### src/rtl/core/bcps_pkg.sv
// Shared types, constants and codes for the box collision pair scanner.
package bcps_pkg;

    localparam int MAX_COLLIDERS = 8;
    localparam int IDX_W         = (MAX_COLLIDERS > 1) ? $clog2(MAX_COLLIDERS) : 1;
    localparam int SLOT_W        = 3;
    localparam int NUM_CLASSES   = 5;
    localparam int CLASS_W       = 3;
    localparam int MASK_W        = NUM_CLASSES * NUM_CLASSES;
    localparam int MASK_IDX_W    = $clog2(MASK_W);
    localparam int COORD_W       = 16;
    localparam int SIZE_W        = 15;

    localparam logic [MASK_W-1:0] PAIR_MASK_RESET = MASK_W'(3321534);

    typedef enum logic [1:0] {
        MODE_ADD    = 2'd0,
        MODE_REMOVE = 2'd1,
        MODE_SCAN   = 2'd2,
        MODE_NONE   = 2'd3
    } mode_t;

    typedef enum logic [2:0] {
        ST_ADDED      = 3'd0,
        ST_FULL       = 3'd1,
        ST_REMOVED    = 3'd2,
        ST_EMPTY_SLOT = 3'd3,
        ST_EVENT      = 3'd4,
        ST_SCAN_DONE  = 3'd5
    } status_t;

    typedef struct packed {
        logic [1:0]                mode;
        logic [SLOT_W-1:0]         slot;
        logic signed [COORD_W-1:0] left;
        logic signed [COORD_W-1:0] top;
        logic [SIZE_W-1:0]         box_width;
        logic [SIZE_W-1:0]         box_height;
        logic [CLASS_W-1:0]        box_class;
        logic                      has_receiver;
    } in_item_t;

    typedef struct packed {
        logic [2:0]        status;
        logic [SLOT_W-1:0] first_slot;
        logic [SLOT_W-1:0] second_slot;
        logic              last;
    } out_item_t;

    // one stored box
    typedef struct packed {
        logic signed [COORD_W-1:0] left;
        logic signed [COORD_W-1:0] top;
        logic [SIZE_W-1:0]         width;
        logic [SIZE_W-1:0]         height;
        logic [CLASS_W-1:0]        box_class;
        logic                      reports;
    } box_t;

    // verdict of the pair test: forward is a reporting to b, reverse is b reporting to a
    typedef struct packed {
        logic hit_fwd;
        logic hit_rev;
    } pair_res_t;

endpackage

### src/rtl/core/box_collision_pair_scanner_top.sv
// Box collision pair scanner: slot table, pair sequencer and result output.
// Add and remove: result registered on the next edge after the item is accepted.
// Scan: table read, then one pair test per cycle over N*(N-1)/2 pairs (28 for eight
// slots), then final flush; a pair that reports both ways, or an m_ready stall, holds
// back the pair tests. Rate is set by the shared pair test unit.
// Reset (aresetn, synchronous, low): table empty, pair_mask to its default, no item held.
module box_collision_pair_scanner_top
    import bcps_pkg::*;
(
    input  logic              aclk,
    input  logic              aresetn,
    input  logic              s_valid,
    output logic              s_ready,
    input  in_item_t          s_item,
    output logic              m_valid,
    input  logic              m_ready,
    output out_item_t         m_item,
    input  logic              cfg_wr_en,
    input  logic [MASK_W-1:0] cfg_wr_data
);

    typedef enum logic [1:0] {
        S_IDLE = 2'b01,
        S_SCAN = 2'b10
    } state_t;

    state_t                   state_reg, state_next;
    logic [MASK_W-1:0]        pair_mask_reg;
    logic [MAX_COLLIDERS-1:0] used_reg, used_next;

    // fetch stage
    logic                     a_active_reg, a_active_next;
    logic [IDX_W-1:0]         pi_reg, pi_next;
    logic [IDX_W-1:0]         pj_reg, pj_next;
    // test stage
    logic                     b_valid_reg, b_valid_next;
    logic [IDX_W-1:0]         bi_reg, bi_next;
    logic [IDX_W-1:0]         bj_reg, bj_next;
    logic                     phase_reg, phase_next;
    // newest event, held until the next one shows whether it is last
    logic                     hold_valid_reg, hold_valid_next;
    out_item_t                hold_reg, hold_next;
    // output register
    logic                     m_valid_reg, m_valid_next;
    out_item_t                m_item_reg, m_item_next;

    box_t                     box_a, box_b, wr_box;
    pair_res_t                pres;
    logic                     mem_wr_en;
    logic [IDX_W-1:0]         free_idx;
    logic                     free_found;
    logic                     out_free;
    logic                     advance;
    logic                     ev0, ev1, cur_need, push, b_finish, b_free;
    out_item_t                push_item;
    logic [SLOT_W:0]          rm_slot_ext;
    logic                     rm_in_range;
    logic [IDX_W-1:0]         rm_idx;

    assign out_free = !m_valid_reg || m_ready;
    assign s_ready  = (state_reg == S_IDLE) && out_free;

    // lowest free slot
    always_comb begin
        free_idx   = '0;
        free_found = 1'b0;
        for (int k = MAX_COLLIDERS - 1; k >= 0; k--) begin
            if (!used_reg[k]) begin
                free_idx   = IDX_W'(k);
                free_found = 1'b1;
            end
        end
    end

    assign rm_slot_ext = {1'b0, s_item.slot};
    assign rm_in_range = rm_slot_ext < (SLOT_W + 1)'(MAX_COLLIDERS);
    assign rm_idx      = s_item.slot[IDX_W-1:0];

    assign wr_box.left      = s_item.left;
    assign wr_box.top       = s_item.top;
    assign wr_box.width     = s_item.box_width;
    assign wr_box.height    = s_item.box_height;
    assign wr_box.box_class = s_item.box_class;
    assign wr_box.reports   = s_item.has_receiver;

    assign mem_wr_en = s_valid && s_ready && (s_item.mode == MODE_ADD) && free_found;

    bcps_box_mem u_mem (
        .aclk      (aclk),
        .wr_en     (mem_wr_en),
        .wr_addr   (free_idx),
        .wr_data   (wr_box),
        .rd_en     (advance),
        .rd_addr_a (pi_reg),
        .rd_addr_b (pj_reg),
        .rd_data_a (box_a),
        .rd_data_b (box_b)
    );

    bcps_pair_unit u_pair (
        .box_a     (box_a),
        .box_b     (box_b),
        .pair_mask (pair_mask_reg),
        .res       (pres)
    );

    // test stage: up to two events per pair, one pushed per cycle unless the output stalls
    assign ev0      = b_valid_reg && used_reg[bi_reg] && used_reg[bj_reg] && pres.hit_fwd;
    assign ev1      = b_valid_reg && used_reg[bi_reg] && used_reg[bj_reg] && pres.hit_rev;
    assign cur_need = phase_reg ? 1'b1 : (ev0 || ev1);
    assign push     = b_valid_reg && cur_need && (!hold_valid_reg || out_free);
    assign b_finish = b_valid_reg && (!cur_need || push) && !(!phase_reg && ev0 && ev1);
    assign b_free   = !b_valid_reg || b_finish;
    assign advance  = a_active_reg && b_free;

    always_comb begin
        push_item.status = ST_EVENT;
        push_item.last   = 1'b0;
        if (!phase_reg && ev0) begin
            push_item.first_slot  = SLOT_W'(bi_reg);
            push_item.second_slot = SLOT_W'(bj_reg);
        end else begin
            push_item.first_slot  = SLOT_W'(bj_reg);
            push_item.second_slot = SLOT_W'(bi_reg);
        end
    end

    always_comb begin
        state_next      = state_reg;
        used_next       = used_reg;
        a_active_next   = a_active_reg;
        pi_next         = pi_reg;
        pj_next         = pj_reg;
        b_valid_next    = b_valid_reg;
        bi_next         = bi_reg;
        bj_next         = bj_reg;
        phase_next      = phase_reg;
        hold_valid_next = hold_valid_reg;
        hold_next       = hold_reg;
        m_valid_next    = m_valid_reg && !m_ready;
        m_item_next     = m_item_reg;

        unique case (state_reg)
            S_IDLE: begin
                if (s_valid && s_ready) begin
                    m_item_next.second_slot = '0;
                    m_item_next.last        = 1'b1;
                    case (s_item.mode)
                        MODE_ADD: begin
                            m_valid_next = 1'b1;
                            if (free_found) begin
                                used_next[free_idx]    = 1'b1;
                                m_item_next.status     = ST_ADDED;
                                m_item_next.first_slot = SLOT_W'(free_idx);
                            end else begin
                                m_item_next.status     = ST_FULL;
                                m_item_next.first_slot = '0;
                            end
                        end
                        MODE_REMOVE: begin
                            m_valid_next           = 1'b1;
                            m_item_next.first_slot = s_item.slot;
                            if (rm_in_range && used_reg[rm_idx]) begin
                                used_next[rm_idx]  = 1'b0;
                                m_item_next.status = ST_REMOVED;
                            end else begin
                                m_item_next.status = ST_EMPTY_SLOT;
                            end
                        end
                        MODE_SCAN: begin
                            state_next    = S_SCAN;
                            a_active_next = 1'b1;
                            pi_next       = '0;
                            pj_next       = IDX_W'(1);
                        end
                        default: ;
                    endcase
                end
            end
            S_SCAN: begin
                if (advance) begin
                    bi_next = pi_reg;
                    bj_next = pj_reg;
                    if (pj_reg == IDX_W'(MAX_COLLIDERS - 1)) begin
                        if (pi_reg == IDX_W'(MAX_COLLIDERS - 2)) begin
                            a_active_next = 1'b0;
                        end else begin
                            pi_next = pi_reg + IDX_W'(1);
                            pj_next = pi_reg + IDX_W'(2);
                        end
                    end else begin
                        pj_next = pj_reg + IDX_W'(1);
                    end
                end
                b_valid_next = advance || (b_valid_reg && !b_finish);

                if (push) begin
                    if (hold_valid_reg) begin
                        m_valid_next = 1'b1;
                        m_item_next  = hold_reg;
                    end
                    hold_valid_next = 1'b1;
                    hold_next       = push_item;
                    phase_next      = !phase_reg && ev0 && ev1;
                end

                // pipeline drained: release the held event as last, or report no events
                if (!a_active_reg && !b_valid_reg && out_free) begin
                    m_valid_next = 1'b1;
                    state_next   = S_IDLE;
                    if (hold_valid_reg) begin
                        m_item_next      = hold_reg;
                        m_item_next.last = 1'b1;
                        hold_valid_next  = 1'b0;
                    end else begin
                        m_item_next.status      = ST_SCAN_DONE;
                        m_item_next.first_slot  = '0;
                        m_item_next.second_slot = '0;
                        m_item_next.last        = 1'b1;
                    end
                end
            end
            default: state_next = S_IDLE;
        endcase
    end

    always_ff @(posedge aclk) begin
        if (!aresetn) begin
            state_reg      <= S_IDLE;
            pair_mask_reg  <= PAIR_MASK_RESET;
            used_reg       <= '0;
            a_active_reg   <= 1'b0;
            b_valid_reg    <= 1'b0;
            phase_reg      <= 1'b0;
            hold_valid_reg <= 1'b0;
            m_valid_reg    <= 1'b0;
        end else begin
            state_reg      <= state_next;
            used_reg       <= used_next;
            a_active_reg   <= a_active_next;
            b_valid_reg    <= b_valid_next;
            phase_reg      <= phase_next;
            hold_valid_reg <= hold_valid_next;
            m_valid_reg    <= m_valid_next;
            if (cfg_wr_en) begin
                pair_mask_reg <= cfg_wr_data;
            end
        end
    end

    always_ff @(posedge aclk) begin
        pi_reg     <= pi_next;
        pj_reg     <= pj_next;
        bi_reg     <= bi_next;
        bj_reg     <= bj_next;
        hold_reg   <= hold_next;
        m_item_reg <= m_item_next;
    end

    assign m_valid = m_valid_reg;
    assign m_item  = m_item_reg;

    // scan pipeline and held event exist only while scanning
    a_scan_pipe_idle: assert property (@(posedge aclk) disable iff (!aresetn)
        (state_reg == S_IDLE) |-> (!a_active_reg && !b_valid_reg && !hold_valid_reg))
        else $error("scan pipeline busy outside scan");

    // second half of a two-way pair only follows a pushed first half
    a_phase_origin: assert property (@(posedge aclk) disable iff (!aresetn)
        $rose(phase_reg) |-> $past(push) && b_valid_reg)
        else $error("phase set without a push");

    // an event never names the same slot twice
    a_event_slots: assert property (@(posedge aclk) disable iff (!aresetn)
        (m_valid && m_item.status == ST_EVENT) |-> (m_item.first_slot != m_item.second_slot))
        else $error("event with equal slots");

    // the fetch counter always points at an ordered pair
    a_pair_order: assert property (@(posedge aclk) disable iff (!aresetn)
        a_active_reg |-> (pi_reg < pj_reg))
        else $error("pair counter out of order");

endmodule

### src/rtl/core/bcps_box_mem.sv
// Box table memory: one write port, two registered read ports with enable.
module bcps_box_mem
    import bcps_pkg::*;
(
    input  logic             aclk,
    input  logic             wr_en,
    input  logic [IDX_W-1:0] wr_addr,
    input  box_t             wr_data,
    input  logic             rd_en,
    input  logic [IDX_W-1:0] rd_addr_a,
    input  logic [IDX_W-1:0] rd_addr_b,
    output box_t             rd_data_a,
    output box_t             rd_data_b
);

    box_t mem [MAX_COLLIDERS];
    box_t rd_a_reg;
    box_t rd_b_reg;

    always_ff @(posedge aclk) begin
        if (wr_en) begin
            mem[wr_addr] <= wr_data;
        end
        if (rd_en) begin
            rd_a_reg <= mem[rd_addr_a];
            rd_b_reg <= mem[rd_addr_b];
        end
    end

    assign rd_data_a = rd_a_reg;
    assign rd_data_b = rd_b_reg;

endmodule

### src/rtl/core/bcps_pair_unit.sv
// Shared pair test: strict box overlap plus class-pair mask lookup in both directions.
module bcps_pair_unit
    import bcps_pkg::*;
(
    input  box_t              box_a,
    input  box_t              box_b,
    input  logic [MASK_W-1:0] pair_mask,
    output pair_res_t         res
);

    localparam int EXT_W = COORD_W + 2;

    logic signed [EXT_W-1:0] a_l, a_t, a_r, a_b;
    logic signed [EXT_W-1:0] b_l, b_t, b_r, b_b;
    logic                    overlap;
    logic                    rep_ab;
    logic                    rep_ba;
    logic [MASK_IDX_W-1:0]   idx_ab;
    logic [MASK_IDX_W-1:0]   idx_ba;

    always_comb begin
        a_l = EXT_W'(box_a.left);
        a_t = EXT_W'(box_a.top);
        b_l = EXT_W'(box_b.left);
        b_t = EXT_W'(box_b.top);
        a_r = a_l + $signed({3'b000, box_a.width});
        a_b = a_t + $signed({3'b000, box_a.height});
        b_r = b_l + $signed({3'b000, box_b.width});
        b_b = b_t + $signed({3'b000, box_b.height});
        overlap = (a_l < b_r) && (a_r > b_l) && (a_t < b_b) && (a_b > b_t);
    end

    // bit index receiver*5 + other
    assign idx_ab = MASK_IDX_W'({box_a.box_class, 2'b00}) + MASK_IDX_W'(box_a.box_class)
                  + MASK_IDX_W'(box_b.box_class);
    assign idx_ba = MASK_IDX_W'({box_b.box_class, 2'b00}) + MASK_IDX_W'(box_b.box_class)
                  + MASK_IDX_W'(box_a.box_class);

    always_comb begin
        rep_ab = 1'b0;
        rep_ba = 1'b0;
        if (box_a.box_class < CLASS_W'(NUM_CLASSES) &&
            box_b.box_class < CLASS_W'(NUM_CLASSES)) begin
            rep_ab = box_a.reports && pair_mask[idx_ab];
            rep_ba = box_b.reports && pair_mask[idx_ba];
        end
    end

    assign res.hit_fwd = overlap && rep_ab;
    assign res.hit_rev = overlap && rep_ba;

endmodule
### config.mk
export PLATFORM = sky130hd
export DESIGN_NAME = box_collision_pair_scanner_top
export DESIGN_NICKNAME = d
export VERILOG_FILES = /design/src/rtl/core/bcps_pkg.sv /design/src/rtl/core/box_collision_pair_scanner_top.sv /design/src/rtl/core/bcps_box_mem.sv /design/src/rtl/core/bcps_pair_unit.sv
export SDC_FILE = /design/constraint.sdc
export NUM_CORES = 1
export LEC_CHECK = 0
export ABC_AREA = 0
export BUFFER_PORTS_ARGS = -buffer_cell sky130_fd_sc_hd__buf_2
export CORE_AREA = 4 4 321 291
export CTS_CLUSTER_DIAMETER = 200
export DETAILED_ROUTE_END_ITERATION = 10
export DIE_AREA = 0 0 325 295
export PLACE_DENSITY_LB_ADDON = 0.05
export SLEW_MARGIN = 20
export SYNTH_ARGS = -nofsm -noshare
export SYNTH_HDL_FRONTEND = slang
export SYNTH_SLANG_ARGS = --single-unit
export TNS_END_PERCENT = 100
### constraint.sdc
create_clock -name aclk -period 14.5 [get_ports aclk]
set_clock_uncertainty 0.2 [all_clocks]
set_input_delay 1.45 -clock aclk [delete_from_list [all_inputs] [get_ports aclk]]
set_output_delay 1.45 -clock aclk [all_outputs]
set_load 0.01 [all_outputs]
Word level (Yosys, flattened, before mapping):

Memories as Yosys holds them, arrays and structs flattened. A register that Yosys moved wholly into a read port is not among the register bits.
Index checks and enable logic that the tools add are counted.

* word-level logic and storage cells: 204
* bits in writable memories: 528
* memories: 1
* input port bits: 101
* register bits: 68

* bitwise logic cells: 3
* $add $sub $neg: 11
* magnitude comparators: 15
* equality and inequality tests: 19
* mux-type cells: 79
* reductions and logical operators: 58

Memories
* u_mem.mem: depth 8, width 66, rd ports 2, clocked after Yosys merged registers in 2, wr ports 1, RTL line bcps_box_mem.sv:16 `box_t mem [MAX_COLLIDERS];`

Operators with widths (count)
* adder 16 x 16 -> 17 bit: 4
* two-way mux 3 bit: 18
* two-way mux 10 bit: 4
* > comparator 17 x 16 -> 1 bit: 2
* < comparator 16 x 17 -> 1 bit: 2
* two-way mux 1 bit: 34
* logical AND 1 bit: 30
* two-way mux 8 bit: 3
* adder 5 x 3 -> 5 bit: 4
* < comparator 3 x 4 -> 1 bit, second input constant: 5
* case mux 10 bit (2 select lines): 1
* case mux 8 bit (2 select lines): 1
* AND reduction 5 bit: 3
* != test 2 bit, second input constant: 7
* < comparator 5 x 6 -> 1 bit, second input constant: 2
* case mux 3 bit (2 select lines): 2
* case mux 6 bit (2 select lines): 1
* AND reduction 6 bit: 2
* binary-select mux 1 bit (select 5 bit): 2
* binary-select mux 1 bit (select 3 bit): 3
* logical NOT 1 bit: 9
* != test 3 bit, second input constant: 3
* AND 8 bit: 1
* NOT 8 bit: 1
* 23 further kinds: 41

Depth between registers and ports, before layout:

* word-level depth: 19
* mapped depth: 21

Modules after synthesis:

A second synthesis with hierarchy kept.

* cell total of the unflattened synthesis: 2085
* area, all modules: 35975.8 µm²

Modules (own cells, without submodules)
* bcps_box_mem: instances 1, cells each 1143, area an instance 27741.6 µm²
* bcps_pair_unit: instances 1, cells each 622, area an instance 4855.9 µm²
* box_collision_pair_scanner_top: instances 1, cells each 320, area an instance 3378.2 µm²

Worst setup path after synthesis:

OpenSTA, ideal clock, no wires.

* path type: input to register
* start: in m_ready
* end: mem u_mem.mem[1][0] (netlist bit), enable pin
* cell stages on the path: 6
* library setup time: 585 ps
* arrival: 7215 ps
* slack: 6500 ps
* required time: 13715 ps
* buffers on the path: 0
* path through: nand2b_1 > nand4b_1 > nor2_1 > o21ai_0 > or2_2 > nor3b_1

* word-level cells in the longest chain between the ends: 7

RTL lines
* from (decl): RTL line box_collision_pair_scanner_top.sv:16 `input logic m_ready,`
* logical OR 1 bit: RTL line box_collision_pair_scanner_top.sv:60 `assign out_free = !m_valid_reg || m_ready;`
* logical AND 1 bit: RTL line box_collision_pair_scanner_top.sv:61 `assign s_ready = (state_reg == S_IDLE) && out_free;`
* logical AND 1 bit (3 in a row): RTL line box_collision_pair_scanner_top.sv:86 `assign mem_wr_en = s_valid && s_ready && (s_item.mode == MODE_ADD) && free_found;`
* two-way mux 1 bit: RTL line bcps_box_mem.sv:21 `if (wr_en) begin`
* two-way mux 1 bit (not written as such): RTL line bcps_box_mem.sv:22 `mem[wr_addr] <= wr_data;`
* to (decl): RTL line bcps_box_mem.sv:16

Every way passes these cells.

Final worst setup path:

* start: reg, netlist name u_mem.rd_data_a[34]
* end: reg, netlist name u_mem.rd_data_a[45]

* word-level cells in the longest chain between the ends: 14

RTL lines
* adder 16 x 16 -> 17 bit or < comparator 16 x 17 -> 1 bit (tied branches): RTL line bcps_pair_unit.sv:27, bcps_pair_unit.sv:30
* > comparator 17 x 16 -> 1 bit or logical AND 1 bit (tied branches): RTL line bcps_pair_unit.sv:30 `overlap = (a_l < b_r) && (a_r > b_l) && (a_t < b_b) && (a_b > b_t);`
* logical AND 1 bit *: RTL line bcps_pair_unit.sv:30
* logical AND 1 bit, on equally long branches: RTL line bcps_pair_unit.sv:49, bcps_pair_unit.sv:50
* logical AND 1 bit, on equally long branches: RTL line box_collision_pair_scanner_top.sv:108, box_collision_pair_scanner_top.sv:109
* logical OR 1 bit: RTL line box_collision_pair_scanner_top.sv:110 `assign cur_need = phase_reg ? 1'b1 : (ev0 || ev1);`
* two-way mux 1 bit: RTL line box_collision_pair_scanner_top.sv:110
* logical AND 1 bit (2 in a row): RTL line box_collision_pair_scanner_top.sv:111 `assign push = b_valid_reg && cur_need && (!hold_valid_reg || out_free);`
* logical OR 1 bit: RTL line box_collision_pair_scanner_top.sv:112 `assign b_finish = b_valid_reg && (!cur_need || push) && !(!phase_reg && ev0 && ev1);`
* logical AND 1 bit: RTL line box_collision_pair_scanner_top.sv:112
* logical AND 1 bit *: RTL line box_collision_pair_scanner_top.sv:112
* logical OR 1 bit *: RTL line box_collision_pair_scanner_top.sv:113 `assign b_free = !b_valid_reg || b_finish;`
* logical AND 1 bit *: RTL line box_collision_pair_scanner_top.sv:114 `assign advance = a_active_reg && b_free;`
* named net advance: RTL line box_collision_pair_scanner_top.sv:53 `logic advance;`

The timed path passes the listed nets; every way through them passes the cells marked *.
A chain may end at the register's enable or synchronous reset.

==> results.py <==
metrics = {
    "run_status": {
        "status": "finished, final reports clean",
    },
    "grt": {
        "grt_pass1_wl_um": 134000,
        "grt-ovfl-total": 0,
        "antenna_found_initial": 10,
        "grt_use_total_pct": 18.6,
        "grt_max_degree": 100,
        "grt_pass1_vias": 20700,
    },
    "power": {
        "internal-power_mw": 3.71,
        "fin_total_pwr_mw": 4.76,
        "leakage_nw": 13.8,
        "power_switching_mw": 1.05,
        "p_clk_share_pct": 43.9,
        "seq_power_share_pct": 49.3,
        "peakVddDrop_mv": 0.0741,
        "p_comb_share_pct": 6.8,
        "p_per_area_nw_per_um2": 117,
        "switching_share_pct": 22.1,
    },
    "cells_and_area": {
        "multi_input_area_um2": 13700,
        "fillers": 7831,
        "seq_area_um2": 21500,
        "regMostFlops": "u_mem.mem",
        "final_nets": 2483,
        "synthToLayoutAreaGrowth_pct": 13.2,
        "drive_above_1_share_pct": 30.4,
        "fin_area_um2": 40500,
        "largest_reg_flops": 528,
    },
    "timing": {
        "finalSetupViolCount": 0,
        "fmax_mhz": 153,
        "min_period_ns": 6.52,
        "fin_crit_sh_pct": 44.9,
        "hold_slack_ns": 0.268,
        "worst_slew_pin_slew_ns": 1.01,
        "maxSlewViolCount": 0,
        "fin_tns_setup_ns": 0,
        "rsz0062_at_grt": "false",
        "hold_violations": 0,
        "slew_headroom_pct": 32.9,
        "finalWorstSetupSlack_ns": 7.98,
    },
    "hold_path": {
        "hold_end": "pair_mask_reg[21]",
        "hold_path.class": "register to register",
        "hold_depth": 2,
        "hp-start": "pair_mask_reg[21]",
    },
    "clocking": {
        "cts_sinks": 728,
        "cts_tree": "built",
        "hold_buffers": 0,
        "cts_resized": 0,
        "clockBufferDepth": 3,
        "cts-root-buf": "clkbuf_16",
        "cts_setup_buffers": 0,
        "clk_pin_slew_ns": 0.06,
        "cts_htree_levels": 3,
        "insertion_delay_ns": 0.64,
        "cts_buffers": 81,
    },
    "critical_path": {
        "cp-start-kind": "register",
        "setup.worst_path.end_class": "register",
        "worstSetupPathType": "register to register",
        "cp_slowest_stage_delay_ns": 0.54,
        "path_cells": "ha_1, inv_1, fa_1, nor2b_1, o21a_1, nor2_1, o21bai_1, a31o_2, a311oi_1, nor3_1, or3b_2, ha_1, and4_1, nor2_1, a32oi_1, o311ai_0, nor4b_2, a21oi_1, o31ai_2, inv_6, buf_4, buf_16",
        "reg2reg_from": "u_mem.rd_data_a[34]",
        "cp_data_required_time_ns": 14.62,
        "path_max_fanout": 56,
        "slowest_stage": "nor4b_2",
        "r2r-end": "u_mem.rd_data_a[45]",
        "r2r_slack_ns": 7.98,
        "arrival_ns": 6.63,
        "reg2reg_depth": 22,
    },
    "place": {
        "routabilityCongestion": 0.803,
        "placed_area_um2": 37800,
        "dp_slack_ns": 7.76,
        "numPortBuffers": 112,
        "dp_hpwl_um": 54000,
    },
    "drt": {
        "drc_errors": 0,
        "wire_per_inst_um": 25.6,
        "wl_um": 88900,
        "firstDrtPassIters": 6,
        "antenna_left": 0,
        "via_per_inst": 5.66,
        "drt_iter0_drc": 1464,
        "vias": 19600,
    },
    "die": {
        "boundaryPins": 113,
        "die-width_um": 325,
        "coreArea_um2": 89500,
        "initial_core_util_pct": 40.0,
        "die_area_um2": 95900,
        "num_rows": 104,
        "die_y_um": 295,
    },
    "synth": {
        "synth_top_area_share_pct": 57.7,
        "yosysUniqueCellTypes": 76,
        "synth_area_leaders": "edfxtp_1, mux4_2, ha_1, mux2_2, dfxtp_1",
        "synth_fp_nets": 2351,
        "synth.avg_cell_area_um2": 17.0,
        "synth_largest_area_cell": "edfxtp_1",
        "synth_edf_count": 688,
        "netlist_area_um2": 35800,
        "async_flop_share_pct": 0,
        "synthCells": 2103,
        "yosys_warnings": 0,
        "synth-main-ff-cell": "edfxtp_1",
        "seq_area_frac_synth_pct": 59.9,
        "ys_ff_latch": 728,
    },
    "run": {
        "cap_viol_max_count": 0,
    },
}
metal layers:
metal,GRT usage (%),share of wire (%),up-vias
met5,0,0.061,-
li1,-,-,8882
met3,3.12,3.9,102
met4,3.87,1.7,8
met2,30.5,48,400
met1,26.6,47,10200
synthesized netlist by cell type, types with 11 or more instances:
cell and number:
nor2_1 66, nand2_1 74, mux4_2 269, inv_1 86, and2_1 11, a21oi_1 56
xor2_1 13, buf_1 25, clkbuf_1 69, mux2i_1 35, edfxtp_1 688, nor2b_1 21
a31oi_1 14, nand2b_1 18, a21o_1 14, ha_1 139, o21ai_0 44, mux2_2 142
xnor2_1 36, nand3_1 33, nor3_1 21, nand4_1 19, dfxtp_1 40
placed cells by master, fill, tap and decap left out, drive strengths merged, types with 9 or more instances in the layout:
cell	instances
edfxtp	688
mux4	274
mux2	145
buf	145
ha	139
clkbuf	95
inv	92
nand2	74
nor2	66
a21oi	56
o21ai	44
dfxtp	40
xnor2	36
mux2i	35
nand3	33
clkinv	33
nor3	22
nor2b	21
nand4	19
nand2b	18
a21o	14
a31oi	14
xor2	13
and2	12
bufinv	11
o211ai	10
and3	10
or3	10
o21a	10
a211oi	10
a21boi	9
kinds of logic (layout without fill, tap and decap cells):
kind of cell | after synthesis | count (layout) | share of synthesized area [%]
xor+xnor | 49 | 49 | 1.20
flops | 728 | 728 | 59.9
buf+inv | 183 | 378 | 1.94
other cells | 0 | 4 | 0
compound gates | 227 | 227 | 4.27
simple gates | 315 | 315 | 4.49
fa+ha+maj | 147 | 147 | 5.31
mux | 454 | 454 | 22.8
metrics by stage:
step,cells,util (%)
final,3468,45.3
after global routing,3464,45.2
after CTS,3463,45.2
after detailed placement,3317,42.2
after global placement,3316,42.2
after floorplan,2103,-
power by group through the flow:
stage	clock, mW	sequential, mW	combinational (mW)
finish	2.09	2.35	0.325
global route	2.24	2.35	0.364
CTS	2.15	2.35	0.329
detailed placement	0	2.39	0.326
global placement	0	2.39	0.323
floorplan	0	2.39	0.219
worst max-delay path: cells and delay by family, from the launching register on:
kind | cells | cell delay [ns]
adders and majority gates | 3 | 0.71
AOI/OAI and AO/OA | 8 | 2.23
and+or+nand+nor | 7 | 1.62
DFF | 1 | 0.39
buffers and inverters | 4 | 0.95
worst max path at each step:
stage                                    from                   to  slack, ns  cells past startpoint
after CTS                 u_mem.rd_data_a[34]  u_mem.rd_data_a[45]       7.74                     21
after global placement    u_mem.rd_data_a[34]  u_mem.rd_data_b[23]       7.85                     21
after floorplan                       m_ready      u_mem.mem[1][0]       6.50                      6
after detailed placement  u_mem.rd_data_a[34]  u_mem.rd_data_a[45]       7.76                     21
final                     u_mem.rd_data_a[34]  u_mem.rd_data_a[45]       7.98                     22
after global routing      u_mem.rd_data_b[50]  u_mem.rd_data_a[45]       7.50                     21
cell type report:
cell class	count	share of cell area [%]
Timing Repair Buffer	145	2.16
Clock buffer	95	5.19
Clock inverter	51	1.42
Tap cell	1166	3.60
Antenna cell	4	0.0247
Inverter	87	0.818
Multi-Input combinational cell	1192	33.8
Sequential cell	728	53.0
(Power assumes the default switching activity.)
